File: config.mk
export PLATFORM = sky130hd
export DESIGN_NAME = frr_cell
export DESIGN_NICKNAME = d
export VERILOG_FILES = /design/src/design/assert_macros.svh /design/src/design/frr_pkg.sv /design/src/design/frr_cell.sv
export SDC_FILE = /design/constraint.sdc
export NUM_CORES = 1
export LEC_CHECK = 0
export BUFFER_PORTS_ARGS = -buffer_cell sky130_fd_sc_hd__clkbuf_2
export CORE_MARGIN = 1.5
export CORE_UTILIZATION = 39
export DETAILED_ROUTE_END_ITERATION = 12
export HOLD_SLACK_MARGIN = 0.1
export PLACE_DENSITY_LB_ADDON = 0.08
export SETUP_SLACK_MARGIN = 0.15
export SYNTH_ARGS = -nofsm -noshare
export SYNTH_HDL_FRONTEND = slang
export SYNTH_SLANG_ARGS = --single-unit
export TNS_END_PERCENT = 1
File: constraint.sdc
create_clock -name clk_i -period 4.8 [get_ports clk_i]
set_input_delay 0.24 -clock clk_i [delete_from_list [all_inputs] [get_ports clk_i]]
set_output_delay 0.24 -clock clk_i [all_outputs]
set_load 0.01 [all_outputs]
File: src/design/assert_macros.svh
// Assertion macros shared by the ranker RTL.
// Needs a clk_i and an active-low rst_ni in the including scope.
`ifndef ASSERT_MACROS_SVH
`define ASSERT_MACROS_SVH

// Implication checked at every rising edge outside reset.
`define ASSERT_IMPL(lbl, ante, cons, msg) \
  lbl: assert property (@(posedge clk_i) disable iff (!rst_ni) (ante) |-> (cons)) \
    else $error(msg);

// Condition that must never hold outside reset.
`define ASSERT_NEVER(lbl, cond, msg) \
  lbl: assert property (@(posedge clk_i) disable iff (!rst_ni) !(cond)) \
    else $error(msg);

`endif

File: src/design/frr_pkg.sv
// Types and constants of the file replacement ranker.
// Used by frr_cell, file_replacement_ranker_unit and the testbench; depends on nothing.
package frr_pkg;

  localparam int unsigned IdW  = 10;  // fits the largest table
  localparam int unsigned CntW = 11;  // counts up to the largest table
  localparam int unsigned KeyW = 33;
  localparam int unsigned MaxOut = 64;

  typedef enum logic [2:0] {
    MODE_SET    = 3'd0,
    MODE_ACCESS = 3'd1,
    MODE_ROLL   = 3'd2,
    MODE_SPREAD = 3'd3,
    MODE_DELETE = 3'd4
  } mode_e;

  typedef enum logic [1:0] {
    POL_DOUBLE = 2'd0,
    POL_LRU    = 2'd1,
    POL_FIFO   = 2'd2,
    POL_LFU    = 2'd3
  } policy_e;

  typedef enum logic [1:0] {
    FS_NORMAL = 2'd0,
    FS_SPREAD = 2'd1
  } fstat_e;

  typedef enum logic [2:0] {
    OP_NONE,
    OP_SET,
    OP_ACCESS,
    OP_ROLL,
    OP_LOAD,
    OP_MARK
  } op_e;

  typedef enum logic [1:0] {
    ST_IDLE,
    ST_START,
    ST_PASS,
    ST_OUT
  } state_e;

  typedef struct packed {
    logic [2:0]  mode;
    logic [5:0]  file_index;
    logic [31:0] access_time;
    logic [1:0]  file_status;
    logic [15:0] client_load;
  } in_item_t;

  typedef struct packed {
    logic [5:0]      file_id;
    logic [KeyW-1:0] rank_key;
    logic            found;
    logic            last;
  } out_item_t;

  // Broadcast command to all cells.
  typedef struct packed {
    op_e         op;
    logic        spread;
    logic [1:0]  policy;
    logic [5:0]  idx;
    logic [31:0] atime;
    logic [1:0]  status;
    logic [15:0] load;
    logic [IdW-1:0] mark_id;
  } cmd_t;

  // Selection token moving down the chain.
  typedef struct packed {
    logic            live;
    logic            hit;
    logic [IdW-1:0]  id;
    logic [KeyW-1:0] key;
    logic [CntW-1:0] cnt;
  } token_t;

endpackage

File: src/design/frr_cell.sv
// One table entry of the ranker with its stage of the selection chain.
// Depends on frr_pkg.
module frr_cell #(
  parameter int unsigned CellIdx = 0
) (
  input  logic          clk_i,
  input  logic          rst_ni,
  input  frr_pkg::cmd_t   cmd_i,
  input  frr_pkg::token_t tok_i,
  output frr_pkg::token_t tok_o
);
  import frr_pkg::*;

  localparam logic [IdW-1:0] MyId = IdW'(CellIdx);

  logic [31:0]   new_q, old_q, time_q;
  logic [1:0]    stat_q;
  logic [15:0]   load_q;
  logic          cand_q;
  logic          hit_me;
  logic [KeyW-1:0] key;
  logic          better;
  token_t        tok_d, tok_q;

  assign hit_me = ({4'b0, cmd_i.idx} == MyId);

  // Rank key under the current policy.
  always_comb begin
    case (cmd_i.policy)
      POL_DOUBLE: key = {1'b0, new_q} + {1'b0, old_q};
      POL_LRU,
      POL_FIFO:   key = {1'b0, time_q};
      default:    key = {1'b0, new_q};
    endcase
  end

  // Table entry update.
  always_ff @(posedge clk_i or negedge rst_ni) begin
    if (!rst_ni) begin
      new_q  <= '0;
      old_q  <= '0;
      time_q <= '0;
      stat_q <= '0;
      load_q <= '0;
      cand_q <= 1'b0;
    end else begin
      case (cmd_i.op)
        OP_SET: begin
          if (hit_me) begin
            stat_q <= cmd_i.status;
            load_q <= cmd_i.load;
          end
        end
        OP_ACCESS: begin
          if (hit_me) begin
            if (cmd_i.policy == POL_DOUBLE || cmd_i.policy == POL_LFU) begin
              if (new_q != '1) new_q <= new_q + 32'd1;
            end else if (cmd_i.policy == POL_LRU || time_q == '0) begin
              time_q <= cmd_i.atime;
            end
          end
        end
        OP_ROLL: begin
          old_q <= new_q;
          new_q <= '0;
        end
        OP_LOAD: begin
          cand_q <= cmd_i.spread ? (stat_q == FS_NORMAL)
                                 : (load_q == '0 && stat_q != FS_SPREAD);
        end
        OP_MARK: begin
          if (cmd_i.mark_id == MyId) cand_q <= 1'b0;
        end
        default: ;
      endcase
    end
  end

  // Spread keeps the earlier id on ties; delete takes the later one.
  always_comb begin
    better = !tok_i.hit || (cmd_i.spread ? (key > tok_i.key) : (key <= tok_i.key));
    tok_d = tok_i;
    if (tok_i.live && cand_q) begin
      tok_d.cnt = tok_i.cnt + CntW'(1);
      if (better) begin
        tok_d.hit = 1'b1;
        tok_d.id  = MyId;
        tok_d.key = key;
      end
    end
  end

  // Token stage register.
  always_ff @(posedge clk_i or negedge rst_ni) begin
    if (!rst_ni) tok_q <= '0;
    else         tok_q <= tok_d;
  end

  assign tok_o = tok_q;

endmodule

== After elaboration in Yosys (flattened, before gate mapping) ==
Index checks and enable logic that the tools add are counted.

* Bitwise operators: 1
* Magnitude comparators: 2
* Eq/ne operators: 14
* Muxes and demuxes: 11
* $add $sub $neg: 3
* Reductions and logical operators: 19

{| class="wikitable"
|+ Operators by type and width
! operator !! number
|-
| 2-to-1 mux 32 bit || 3
|-
| one-hot mux 33 bit (2 select lines) || 1
|-
| one-hot mux 32 bit (2 select lines) || 1
|-
| 2-to-1 mux 55 bit || 1
|-
| 2-to-1 mux 44 bit || 1
|-
| adder 32 x 32 -> 33 bit || 1
|-
| greater-than comparator 33 bit || 1
|-
| <= comparator 33 bit || 1
|-
| adder 32 x 1 -> 32 bit, second input constant || 1
|-
| zero test 32 bit || 1
|-
| != test 32 bit, second input constant || 1
|-
| zero test 16 bit || 1
|-
| adder 11 x 1 -> 11 bit, second input constant || 1
|-
| zero test 10 bit || 1
|-
| != test 2 bit, second input constant || 4
|-
| AND reduction 4 bit || 2
|-
| == test 3 x 2 -> 1 bit, second input constant || 2
|-
| == test 3 bit, second input constant || 2
|-
| zero test 6 bit || 1
|-
| == test 2 bit, second input constant || 2
|-
| zero test 2 bit || 2
|-
| AND reduction 2 bit || 2
|-
| nonzero test 2 bit || 2
|-
| == test 3 x 1 -> 1 bit, second input constant || 1
|-
| other kinds (9) || 14
|}

* Flip-flop bits (word level): 171
* Bits of input ports: 130

== Longest topological paths before layout ==
Gate-level depths: netlist of run 1.

* Depth after elaboration: 8
* Gate-level depth with buffers: 22
* Depth with buffers taken out: 20

== Least setup slack after synthesis of run 1 ==
Ideal clock, no wire load.

* Path kind: reg2reg
* Start point: reg new_q[23]
* End point: reg tok_q (netlist bit tok_o[35])
* Cell stages (with the launch flop): 19
* Path slack: 13 ps
* Buffers on the path: 2
* Arrival time: 4662 ps
* Library setup time: 125 ps
* Clock period less this slack: 4787 ps
* Path through: dfrtp_1 ha_1 a211oi_2 nor2_1 or4_1 a31o_1 a221o_1 o21a_1 o31a_1 ha_1 nand4_1 nor4_1 nand4_1 and3b_1 nand3_1 and4bb_2 buf_2 buf_2 mux2_2

{| class="wikitable"
|+ RTL lines
! item !! RTL line !! text
|-
| start, declared || frr_cell.sv:16 || <nowiki>logic [31:0] new_q, old_q, time_q;</nowiki>
|-
| start signal, assigned || frr_cell.sv:57 || <nowiki>if (new_q != '1) new_q <= new_q + 32'd1;</nowiki>
|-
| end signal, assigned || frr_cell.sv:96 || <nowiki>else tok_q <= tok_d;</nowiki>
|-
| end, declared || frr_cell.sv:23 || <nowiki>token_t tok_d, tok_q;</nowiki>
|}

==> metrics.json, run 1 <==
{
  "internal_power_component": {"value": 2540, "unit": "uW"},
  "status": {"value": "complete, but fails checks"},
  "timing.critical_path.to_type": {"value": "flip-flop"},
  "synth.ff_latch_count": {"value": 171},
  "worst_slack": {"value": -66.9, "unit": "ps"},
  "setup_total_negative_slack": {"value": -610, "unit": "ps"},
  "post_synth.cell_area_avg": {"value": 9.27, "unit": "um2"},
  "switching_power": {"value": 1100, "unit": "uW"},
  "synth.cell_area": {"value": 0.0102, "unit": "mm2"},
  "setup-violations-final": {"value": 22},
  "clock_net_sink_count": {"value": 171},
  "maximum_number_of_pins_on_one_net_before_global_route_repair": {"value": 108},
  "critPathMaxFanout": {"value": 7},
  "filler_cell_count": {"value": 2401},
  "share_of_the_synthesized_area_in_the_top_cell_type": {"value": 41.8, "unit": "%"},
  "ir_drop": {"value": 183, "unit": "uV"},
  "htreeDepth": {"value": 4},
  "antenna_found_initial": {"value": 0},
  "maxClockFrequency": {"value": 205, "unit": "MHz"},
  "power.static_leakage": {"value": 0.00695, "unit": "uW"},
  "drcViolationCount": {"value": 0},
  "yosys.cell_types.count": {"value": 65},
  "failed_checks": {"value": "setup timing"},
  "finalHoldViolations": {"value": 0},
  "cell_area_power_density": {"value": 264, "unit": "mW/mm2"},
  "min-delay-path-class": {"value": "input pin to flip-flop"},
  "num_rows": {"value": 59},
  "numCtsBuffers": {"value": 17},
  "grt_pass1_wl": {"value": 47700, "unit": "um"},
  "finish.net_count": {"value": 1642},
  "drt_iter0_markers": {"value": 469},
  "synth.largest_area_cell": {"value": "dfrtp_1"},
  "multiInputGateArea": {"value": 0.00568, "unit": "mm2"},
  "wirelength_per_cell": {"value": 17.6, "unit": "um"},
  "timing.final.crit_period": {"value": 4870, "unit": "ps"},
  "floorplan.initialDensity": {"value": 39.5, "unit": "%"},
  "crit_type": {"value": "flip-flop to flip-flop"},
  "final_core_utilization": {"value": 53.3, "unit": "%"},
  "grt_pass1_vias": {"value": 8923},
  "io-pin-count": {"value": 186},
  "clkSlewWorstSetupHoldPaths": {"value": 80, "unit": "ps"},
  "power.share.switching": {"value": 30.3, "unit": "%"},
  "place_congestion": {"value": 0.846},
  "overflow": {"value": 0},
  "grt_usage": {"value": 22.9, "unit": "%"},
  "wl": {"value": 31500, "unit": "um"},
  "synth_enable_flop_cells": {"value": 0},
  "area.growth.synth_to_final": {"value": 34.8, "unit": "%"},
  "drive_gt1_share": {"value": 26.3, "unit": "%"},
  "ys_warn_count": {"value": 0},
  "critical_path_required": {"value": 5130, "unit": "ps"},
  "regArea": {"value": 0.00428, "unit": "mm2"},
  "post_synthesis_sequential_area_ratio": {"value": 41.8, "unit": "%"},
  "cp_data_arrival_time": {"value": 5190, "unit": "ps"},
  "cts_root_buf": {"value": "clkbuf_16"},
  "clock_latency": {"value": 450, "unit": "ps"},
  "layout_worst_path_cycle_share": {"value": 101, "unit": "%"},
  "dieArea": {"value": 0.0272, "unit": "mm2"},
  "synth.net_count": {"value": 1306},
  "pwr-share-clk": {"value": 39.7, "unit": "%"},
  "finalMaxSlewViolations": {"value": 0},
  "critPathLaunchType": {"value": "flip-flop"},
  "detailroute.via_count": {"value": 9277},
  "drtAntennaViolNets": {"value": 0},
  "floorplan.core_area": {"value": 0.0259, "unit": "mm2"},
  "post_synth_main_area_contributors": {"value": "dfrtp_1 42%, ha_1 8.5%, mux2_2 7.9%, nand2_1 6.9%, a21oi_1 3.1%"},
  "asyncSetResetFlopFracSynth": {"value": 100, "unit": "%"},
  "die_w": {"value": 165, "unit": "um"},
  "worstMarginPinSlew": {"value": 1090, "unit": "ps"},
  "clock_path_buffers": {"value": 2},
  "dp_hpwl": {"value": 23000, "unit": "um"},
  "clock_tree_from_tritoncts": {"value": "done"},
  "sequential_group_share_of_total_power": {"value": 42.7, "unit": "%"},
  "maxSlewHeadroom": {"value": 27.1, "unit": "%"},
  "detail_route.vias_per_cell": {"value": 5.18},
  "maxCapViolCount": {"value": 0},
  "syn-instance-count": {"value": 1105},
  "combinationalPowerShare": {"value": 17.6, "unit": "%"},
  "dominantRegCellSynth": {"value": "dfrtp_1"},
  "finalClockSkew": {"value": 17.0, "unit": "ps"},
  "placement.io_buffers": {"value": 185},
  "drt_first_pass_iters": {"value": 7},
  "rsz0062_at_grt": {"value": "yes"},
  "floorplan.die.height": {"value": 165, "unit": "um"}
}
[synth_stat cells (3+ instances only)]
cell      count
a211oi_1      7
a21o_1        8
a21oi_1      63
a221oi_1      8
a22oi_1       4
a31oi_1       6
and2_1        5
and3_1       10
and4_1        3
buf_2         8
clkbuf_1     39
dfrtp_1     171
ha_1         70
inv_1        52
mux2_2       72
mux2i_1       4
nand2_1     188
nand2b_1      6
nand3_1      25
nand4_1      24
nor2_1       75
nor2b_1      16
nor3_1       16
nor3b_1       3
nor4_1       18
o211a_1       3
o211ai_1      7
o21a_1       12
o21ai_0      50
o21ai_1       5
o21bai_1      4
o221ai_1     11
o31a_1        4
o31ai_1       5
or3_1         9
xnor2_1      30
xor2_1       25
[worst max-delay path, cell delays in order (launching register included)]
cell and delay [ps]:
dfrtp_1 380, ha_2 210, inv_2 60, fa_2 210, nor2b_2 50, o31a_1 260, o211ai_1 280, a21oi_2 150
buf_4 170, o2111a_1 270, o21a_1 200, o31a_1 330, ha_1 320, nand4_1 150, nor4_2 320, buf_4 170
nand4_1 80, and3b_1 200, nand3_1 90, and4bb_4 340, clkbuf_16 190, mux2_2 330
[routing by layer]
layer	wire (um)	track usage (%)	vias to the layer above
met4	559	6.63	0
li1	-	-	4589
met3	1230	3.20	33
met1	13600	29.2	4444
met2	16100	40.3	211
met5	0	0	-
[registers in the layout (all words and copies together) (netlist names)]
name / count
old_q: 32
cand_q: 1
tok_o: 56
time_q: 32
new_q: 32
load_q: 16
stat_q: 2
[cell usage in the layout (no fill, tap or decap), drive strengths merged, types with 30 or more instances in the layout]
master	synthesis	final
dfrtp	171	171
inv	52	60
o21ai	55	55
buf	9	69
nor2	75	75
a21oi	63	63
nand2	188	188
ha	70	70
mux2	73	73
xnor2	30	30
clkbuf	39	203
dlygate4sd3	0	110
[metrics by stage]
| step | total power (uW) | instances | area, um2 | hold WS (ps) | worst slack [ps] |
|---|---|---|---|---|---|
| after global routing | 3810 | 1789 | 13800 | 147 | -262 |
| after floorplan | 1870 | 1105 | 10300 | -55.6 | 157 |
| after global placement | 2120 | 1639 | 11900 | 282 | 83.2 |
| final | 3650 | 1790 | 13800 | 129 | -66.9 |
| after CTS | 3650 | 1782 | 13700 | 110 | 29.8 |
| after detailed placement | 2120 | 1639 | 11900 | 292 | -21.0 |
[logic make-up after synthesis]
| logic type | share of synthesized area [%] |
|---|---|
| buffers and inverters | 3.76 |
| and+or+nand+nor | 18.6 |
| xor gates and xnor gates | 4.70 |
| muxes | 8.45 |
| AOI/OAI and AO/OA | 13.9 |
| adders and majority gates | 8.74 |
| DFF | 41.8 |
[power by group through the flow]
stage	Sequential (uW)	Clock [uW]	Combinational (uW)
final	1560	1450	642
after detailed placement	1590	0	534
after CTS	1560	1480	611
after global placement	1590	0	531
after floorplan	1610	0	259
after global routing	1570	1540	708
[repair_timing]
item                                    4_1_cts  5_1_grt
hold buffers                                110        0
gates cloned                                  0        3
buffers inserted                              1        4
endpoints found under the setup margin       42       43
pin swaps                                     2       16
gates resized for setup                       2       20
endpoints found under the hold margin       171        0
[cell type report]
cell class | count | area share [%]
sequential | 171 | 31.0
multi-input combinational | 834 | 41.1
antenna | 1 | 0.0181
timing repair buffer | 365 | 19.0
clock buffer | 17 | 3.08
clock inverter | 15 | 1.36
inverter | 52 | 1.41
tap | 335 | 3.03
[final timing paths]
check | startpoint | endpoint | slack (ps) | cells after the start
max in group asynchronous | rst_ni | time_q[10] | 3440 | 3
worst max register to register | new_q[0] | tok_o[25] | -70 | 21
worst min register to register | old_q[18] | old_q[18] | 490 | 2
worst min-delay path | cmd_i[70] | cand_q | 130 | 3
worst max-delay path | new_q[0] | tok_o[25] | -70 | 21
min in group asynchronous | rst_ni | new_q[28] | 330 | 2
Power figures use the tool's default switching activity.
==> run 2: changes to the inputs <==
--- a/config.mk
+++ b/config.mk
@@ -10,6 +10,7 @@
 export CORE_UTILIZATION = 39
 export DETAILED_ROUTE_END_ITERATION = 12
 export HOLD_SLACK_MARGIN = 0.1
+export MAX_ROUTING_LAYER = met4
 export PLACE_DENSITY_LB_ADDON = 0.08
 export SETUP_SLACK_MARGIN = 0.15
 export SYNTH_ARGS = -nofsm -noshare
==> run 2 against run 1 <==
- the flow still finishes with violations (setup timing)
- combinational power about the same
- clock skew about the same
- fmax increased by 0.32%
- critical path type unchanged
- highest routed layer unchanged
==> metrics.json, run 2 (synthesis results as in run 1) <==
{
  "finalClockSkew": {"value": 17.4, "unit": "ps", "change": "+0.431 ps"},
  "status": {"value": "complete, but fails checks"},
  "worst_slack": {"value": -51.5, "unit": "ps", "change": "+15.4 ps"},
  "critical_path_required": {"value": 5130, "unit": "ps", "change": "about the same"},
  "finalMaxSlewViolations": {"value": 0, "change": "unchanged"},
  "power.static_leakage": {"value": 0.00695, "unit": "uW", "change": "+0.10%"},
  "floorplan.core_area": {"value": 0.0259, "unit": "mm2", "change": "unchanged"},
  "placement.io_buffers": {"value": 185, "change": "unchanged"},
  "drcViolationCount": {"value": 0, "change": "unchanged"},
  "timing.critical_path.to_type": {"value": "flip-flop"},
  "maxClockFrequency": {"value": 206, "unit": "MHz", "change": "+0.32%"},
  "hold-path-cell-count": {"value": 3, "change": "unchanged"},
  "die_w": {"value": 165, "unit": "um", "change": "unchanged"},
  "htreeDepth": {"value": 4, "change": "unchanged"},
  "dp_hpwl": {"value": 23000, "unit": "um", "change": "unchanged"},
  "finalHoldViolations": {"value": 0, "change": "unchanged"},
  "failed_checks": {"value": "setup timing"},
  "min-delay-path-class": {"value": "input pin to flip-flop"},
  "most-common-layout-cells": {"value": "188 x nand2_1, 184 x clkbuf_2, 171 x dfrtp_1, 110 x dlygate4sd3_1, 75 x nor2_1"},
  "cell_area_power_density": {"value": 264, "unit": "mW/mm2", "change": "about the same"},
  "grt_pass1_vias": {"value": 8917, "change": "-0.067%"},
  "num_rows": {"value": 59, "change": "unchanged"},
  "final_core_utilization": {"value": 53.3, "unit": "%", "change": "about the same"},
  "clock_latency": {"value": 450, "unit": "ps", "change": "about the same"},
  "clock_net_sink_count": {"value": 171, "change": "unchanged"},
  "drtAntennaViolNets": {"value": 0, "change": "unchanged"},
  "worstMarginPinSlew": {"value": 1090, "unit": "ps", "change": "+5.47 ps"},
  "met3_usage": {"value": 3.02, "unit": "%", "change": "-0.17 points"},
  "clock_path_buffers": {"value": 2, "change": "unchanged"},
  "detailroute.via_count": {"value": 9270, "change": "-0.075%"},
  "critPathLaunchType": {"value": "flip-flop"},
  "numCtsBuffers": {"value": 17, "change": "unchanged"},
  "globalRouteMet2Util": {"value": 40.3, "unit": "%", "change": "+0.076 points"},
  "floorplan.die.height": {"value": 165, "unit": "um", "change": "unchanged"},
  "crit_type": {"value": "flip-flop to flip-flop"},
  "io-pin-count": {"value": 186, "change": "unchanged"},
  "cp_data_arrival_time": {"value": 5180, "unit": "ps", "change": "about the same"},
  "setup_total_negative_slack": {"value": -359, "unit": "ps", "change": "+251 ps"},
  "use_met1": {"value": 29.3, "unit": "%", "change": "+0.11 points"},
  "drt_iter0_markers": {"value": 490, "change": "+4.5%"},
  "clock_tree_from_tritoncts": {"value": "done"},
  "cts_root_buf": {"value": "clkbuf_16"},
  "maximum_number_of_pins_on_one_net_before_global_route_repair": {"value": 108, "change": "unchanged"},
  "area.growth.synth_to_final": {"value": 34.9, "unit": "%", "change": "about the same"},
  "setup-violations-final": {"value": 15, "change": "-32%"},
  "mostFrequentLayoutCell": {"value": "nand2_1"},
  "rsz0062_at_grt": {"value": "yes"},
  "dieArea": {"value": 0.0272, "unit": "mm2", "change": "unchanged"},
  "layout_worst_path_cycle_share": {"value": 101, "unit": "%", "change": "-0.32 points"},
  "ir_drop": {"value": 184, "unit": "uV", "change": "+0.28%"},
  "clkSlewWorstSetupHoldPaths": {"value": 80, "unit": "ps", "change": "about the same"},
  "post_layout_power": {"value": 3650, "unit": "uW", "change": "+0.12%"},
  "max_reg_flops": {"value": 56, "change": "unchanged"},
  "wl": {"value": 31500, "unit": "um", "change": "about the same"},
  "drive_gt1_share": {"value": 26.3, "unit": "%", "change": "unchanged"},
  "detail_route.vias_per_cell": {"value": 5.18, "change": "about the same"},
  "r2r_cells": {"value": 21, "change": "unchanged"},
  "place_congestion": {"value": 0.859, "change": "+1.6%"},
  "overflow": {"value": 0, "change": "unchanged"},
  "maxCapViolCount": {"value": 0, "change": "unchanged"},
  "critPathMaxFanout": {"value": 7, "change": "unchanged"},
  "timing.final.crit_period": {"value": 4850, "unit": "ps", "change": "-15.4 ps"},
  "most_used_routing_layer_in_global_routing": {"value": "met2"},
  "wirelength_per_cell": {"value": 17.6, "unit": "um", "change": "about the same"},
  "maxSlewHeadroom": {"value": 26.8, "unit": "%", "change": "-0.37 points"},
  "grt_usage": {"value": 23.6, "unit": "%", "change": "+0.69 points"},
  "finish.net_count": {"value": 1642, "change": "unchanged"},
  "drt_first_pass_iters": {"value": 5, "change": "-2"},
  "floorplan.initialDensity": {"value": 39.5, "unit": "%", "change": "unchanged"},
  "grt_pass1_wl": {"value": 47700, "unit": "um", "change": "unchanged"},
  "antenna_found_initial": {"value": 0, "change": "unchanged"}
}
run 2: worst paths after layout:
| check | startpoint | to | slack, ps |
|---|---|---|---|
| worst max-delay path | old_q[0] | tok_o[25] | -50 |
| worst min-delay path | cmd_i[70] | cand_q | 130 |
| worst max register to register | old_q[0] | tok_o[25] | -50 |
| worst min register to register | old_q[18] | old_q[18] | 480 |
| max in group asynchronous | rst_ni | time_q[12] | 3430 |
| min in group asynchronous | rst_ni | new_q[28] | 340 |
run 2: critical path, stage by stage (launching register included):
cell,delay [ps]
dfrtp_1,390
ha_2,190
inv_2,60
fa_2,210
nor2b_2,50
o31a_1,260
o211ai_1,280
a21oi_2,140
buf_4,170
o2111a_1,270
o21a_1,200
o31a_1,330
ha_1,320
nand4_1,150
nor4_2,310
buf_4,170
nand4_1,80
and3b_1,200
nand3_1,90
and4bb_4,330
clkbuf_16,190
mux2_2,330
run 2: final cells by class:
| class | instances | area (um2) |
|---|---|---|
| diodes | 1 | 2.50 |
| clock buffers | 17 | 425 |
| clock inverters | 15 | 188 |
| fillers | 2400 | 12100 |
| inverters | 52 | 195 |
| multi-input cells | 834 | 5690 |
| flip-flops and latches | 171 | 4280 |
| well taps | 335 | 419 |
| repair buffers | 365 | 2630 |
run 2: per-stage QoR:
stage | setup slack [ps] | area, um2 | hold slack [ps] | instances
after floorplan | 157 | 10300 | -55.6 | 1105
after global placement | 83.2 | 11900 | 282 | 1639
after detailed placement | -21.0 | 11900 | 292 | 1639
after CTS | 29.8 | 13700 | 110 | 1782
after global routing | -262 | 13800 | 147 | 1789
final | -51.5 | 13800 | 127 | 1790
run 2: routing by layer:
layer  up-vias  part of all wire, %  wire [um]
li1       4592                    -          -
met1      4453                   44      13800
met2       190                   51      16100
met3        35                  3.3       1060
met4         0                  1.8        573
met5         -                    0          0
run 2: timing repair:
item | CTS | global route
setup endpoints to repair | 42 | 43
gates cloned | 0 | 3
pin swaps | 2 | 16
buffers inserted | 1 | 4
gates resized for setup | 2 | 22
hold endpoints to repair | 171 | 0
hold buffers | 110 | 0
run 2: where the power goes:
part	switching (uW)	leakage [uW]	internal, uW
Clock	737	0.000295	715
Combinational	333	0.00440	309
Sequential	37.9	0.00226	1520
==> run 3: changes to the inputs <==
--- a/config.mk
+++ b/config.mk
@@ -13,6 +13,7 @@
 export MAX_ROUTING_LAYER = met4
 export PLACE_DENSITY_LB_ADDON = 0.08
 export SETUP_SLACK_MARGIN = 0.15
+export SKIP_CTS_REPAIR_TIMING = 1
 export SYNTH_ARGS = -nofsm -noshare
 export SYNTH_HDL_FRONTEND = slang
 export SYNTH_SLANG_ARGS = --single-unit
==> run 3 against run 2 <==
- the run now ends clean
- via count is 0.16% lower
- final cell count down 0.45%
- combinational power fell by 0.9%
- first-iteration DRC count increased by 6.3%
- non-clock buffer count decreased by 7
- worst setup slack improved by 53 ps
- global-route usage shrank 0.91 points
- clock skew is essentially flat
- register-to-register slack improved by 50 ps
- sequential share of layout area grew 0.21 points
- power is essentially flat
- critical endpoint unchanged
- largest cell class unchanged
==> metrics.json, run 3 (synthesis results as in run 1) <==
{
  "grt_pass1_vias": {"value": 8357, "change": "-6.3%"},
  "clock_path_buffers": {"value": 2, "change": "unchanged"},
  "regArea": {"value": 0.00428, "unit": "mm2", "change": "unchanged"},
  "maximum_number_of_pins_on_one_net_before_global_route_repair": {"value": 108, "change": "unchanged"},
  "wirelength_per_cell": {"value": 17.7, "unit": "um", "change": "+0.64%"},
  "floorplan.initialDensity": {"value": 39.5, "unit": "%", "change": "unchanged"},
  "maxClockFrequency": {"value": 208, "unit": "MHz", "change": "+1.1%"},
  "worstMarginPinSlew": {"value": 1100, "unit": "ps", "change": "+3.56 ps"},
  "min-delay-path-class": {"value": "input pin to flip-flop"},
  "worst_slack": {"value": 1.64, "unit": "ps", "change": "+53.1 ps"},
  "most-common-layout-cells": {"value": "188 x nand2_1, 184 x clkbuf_2, 171 x dfrtp_1, 104 x dlygate4sd3_1, 75 x nor2_1"},
  "overflow": {"value": 0, "change": "unchanged"},
  "io-pin-count": {"value": 186, "change": "unchanged"},
  "critPathLaunchType": {"value": "flip-flop"},
  "dp_hpwl": {"value": 23000, "unit": "um", "change": "unchanged"},
  "floorplan.die.height": {"value": 165, "unit": "um", "change": "unchanged"},
  "cell_area_power_density": {"value": 266, "unit": "mW/mm2", "change": "+0.64%"},
  "finish.net_count": {"value": 1635, "change": "-0.43%"},
  "detailroute.via_count": {"value": 9255, "change": "-0.16%"},
  "critPathMaxFanout": {"value": 7, "change": "unchanged"},
  "status": {"value": "complete, no violations"},
  "timing.critical_path.to_type": {"value": "flip-flop"},
  "pwr-share-clk": {"value": 39.9, "unit": "%", "change": "about the same"},
  "power.share.switching": {"value": 30.5, "unit": "%", "change": "+0.15 points"},
  "numPlacedInstances": {"value": 1639, "change": "unchanged"},
  "die_w": {"value": 165, "unit": "um", "change": "unchanged"},
  "finish.cell_count_without_fillers": {"value": 1782, "change": "-0.45%"},
  "number_of_diodes": {"value": 0, "change": "-1"},
  "wl": {"value": 31600, "unit": "um", "change": "+0.19%"},
  "numCtsBuffers": {"value": 17, "change": "unchanged"},
  "clock_net_sink_count": {"value": 171, "change": "unchanged"},
  "grt_usage": {"value": 22.7, "unit": "%", "change": "-0.91 points"},
  "detail_route.vias_per_cell": {"value": 5.19, "change": "+0.29%"},
  "dieArea": {"value": 0.0272, "unit": "mm2", "change": "unchanged"},
  "crit_type": {"value": "flip-flop to flip-flop"},
  "max_reg_flops": {"value": 56, "change": "unchanged"},
  "switching_power": {"value": 1110, "unit": "uW", "change": "+0.45%"},
  "filler_cell_count": {"value": 2388, "change": "-0.50%"},
  "finalMaxSlewViolations": {"value": 0, "change": "unchanged"},
  "place_worst_setup_slack": {"value": -21.0, "unit": "ps", "change": "unchanged"},
  "drtAntennaViolNets": {"value": 0, "change": "unchanged"},
  "critical_path_required": {"value": 5130, "unit": "ps", "change": "about the same"},
  "drcViolationCount": {"value": 0, "change": "unchanged"},
  "ir_drop": {"value": 185, "unit": "uV", "change": "+0.77%"},
  "combinationalPowerShare": {"value": 17.4, "unit": "%", "change": "-0.2 points"},
  "drt_first_pass_iters": {"value": 7, "change": "+2"},
  "place_congestion": {"value": 0.859, "change": "unchanged"},
  "power.static_leakage": {"value": 0.00690, "unit": "uW", "change": "-0.73%"},
  "final_core_utilization": {"value": 53.0, "unit": "%", "change": "-0.36 points"},
  "clock_latency": {"value": 450, "unit": "ps", "change": "about the same"},
  "post_layout_power": {"value": 3650, "unit": "uW", "change": "about the same"},
  "multiInputGateArea": {"value": 0.00566, "unit": "mm2", "change": "-0.40%"},
  "drive_gt1_share": {"value": 26.4, "unit": "%", "change": "+0.058 points"},
  "num_rows": {"value": 59, "change": "unchanged"},
  "floorplan.core_area": {"value": 0.0259, "unit": "mm2", "change": "unchanged"},
  "setup-violations-final": {"value": 0, "change": "-15"},
  "mostFrequentLayoutCell": {"value": "nand2_1"},
  "rsz0062_at_grt": {"value": "yes"},
  "clock_tree_from_tritoncts": {"value": "done"},
  "layout_worst_path_cycle_share": {"value": 100, "unit": "%", "change": "-1.1 points"},
  "area.growth.synth_to_final": {"value": 34.0, "unit": "%"},
  "sequential_group_share_of_total_power": {"value": 42.7, "unit": "%", "change": "about the same"},
  "maxCapViolCount": {"value": 0, "change": "unchanged"},
  "timing.final.crit_period": {"value": 4800, "unit": "ps", "change": "-53.1 ps"},
  "drt_iter0_markers": {"value": 521, "change": "+6.3%"},
  "htreeDepth": {"value": 4, "change": "unchanged"},
  "placement.io_buffers": {"value": 185, "change": "unchanged"},
  "cp_data_arrival_time": {"value": 5130, "unit": "ps", "change": "-50 ps"},
  "finalHoldViolations": {"value": 0, "change": "unchanged"},
  "cts_root_buf": {"value": "clkbuf_16"},
  "clkSlewWorstSetupHoldPaths": {"value": 80, "unit": "ps", "change": "about the same"},
  "maxSlewHeadroom": {"value": 26.5, "unit": "%", "change": "-0.24 points"},
  "grt_pass1_wl": {"value": 45600, "unit": "um", "change": "-4.2%"},
  "finalClockSkew": {"value": 17.7, "unit": "ps", "change": "+0.317 ps"},
  "internal_power_component": {"value": 2540, "unit": "uW", "change": "-0.24%"},
  "antenna_found_initial": {"value": 0, "change": "unchanged"}
}
-- run 3: final timing paths --
| kind | slack [ps] | to | depth (start not counted) | startpoint |
|---|---|---|---|---|
| worst max-delay path | 2 | tok_o[25] | 21 | old_q[0] |
| worst min-delay path | 90 | tok_o[39] | 3 | tok_i[39] |
| worst max register to register | 2 | tok_o[25] | 21 | old_q[0] |
| worst min register to register | 490 | old_q[18] | 2 | old_q[18] |
| max in group asynchronous | 3430 | time_q[10] | 3 | rst_ni |
| min in group asynchronous | 330 | new_q[28] | 2 | rst_ni |
-- run 3: final cells by class --
| class | count | area share (%) |
|---|---|---|
| Sequential cell | 171 | 31.2 |
| Timing Repair Buffer | 358 | 18.6 |
| Clock buffer | 17 | 3.10 |
| Clock inverter | 15 | 1.37 |
| Inverter | 52 | 1.42 |
| Multi-Input combinational cell | 834 | 41.3 |
| Tap cell | 335 | 3.05 |
-- run 3: through the flow --
stage	hold WS [ps]	TNS [ps]	instance area (um2)
after CTS	-188	-263	12500
after global placement	282	0	11900
after floorplan	-55.6	0	10300
after global routing	113	-8260	13700
after detailed placement	292	-21.0	11900
final	90.7	0	13700
-- run 3: layer usage --
| metal | track usage [%] | vias to the layer above | wire (um) |
|---|---|---|---|
| li1 | - | 4577 | - |
| met2 | 37.8 | 204 | 16100 |
| met5 | - | - | 0 |
| met3 | 2.92 | 34 | 1180 |
| met4 | 6.43 | 0 | 531 |
| met1 | 29.0 | 4440 | 13700 |
-- run 3: power groups by stage --
stage	sequential, uW	clock [uW]	combinational (uW)
after floorplan	1610	0	259
after global placement	1590	0	531
after detailed placement	1590	0	534
after CTS	1560	1480	537
after global routing	1570	1540	702
final	1560	1460	636
-- run 3: worst max-delay path, cell delays in order, from the launching register on --
cell and delay [ps]:
dfrtp_1 390, ha_2 190, inv_2 60, fa_2 210, nor2b_2 50, o31a_1 260, o211ai_1 260, a21oi_2 140
buf_4 170, o2111a_1 260, o21a_1 200, o31a_1 330, ha_1 320, nand4_1 150, nor4_2 300, buf_4 170
nand4_1 80, and3b_1 200, nand3_1 90, and4bb_4 320, clkbuf_16 190, mux2_2 330
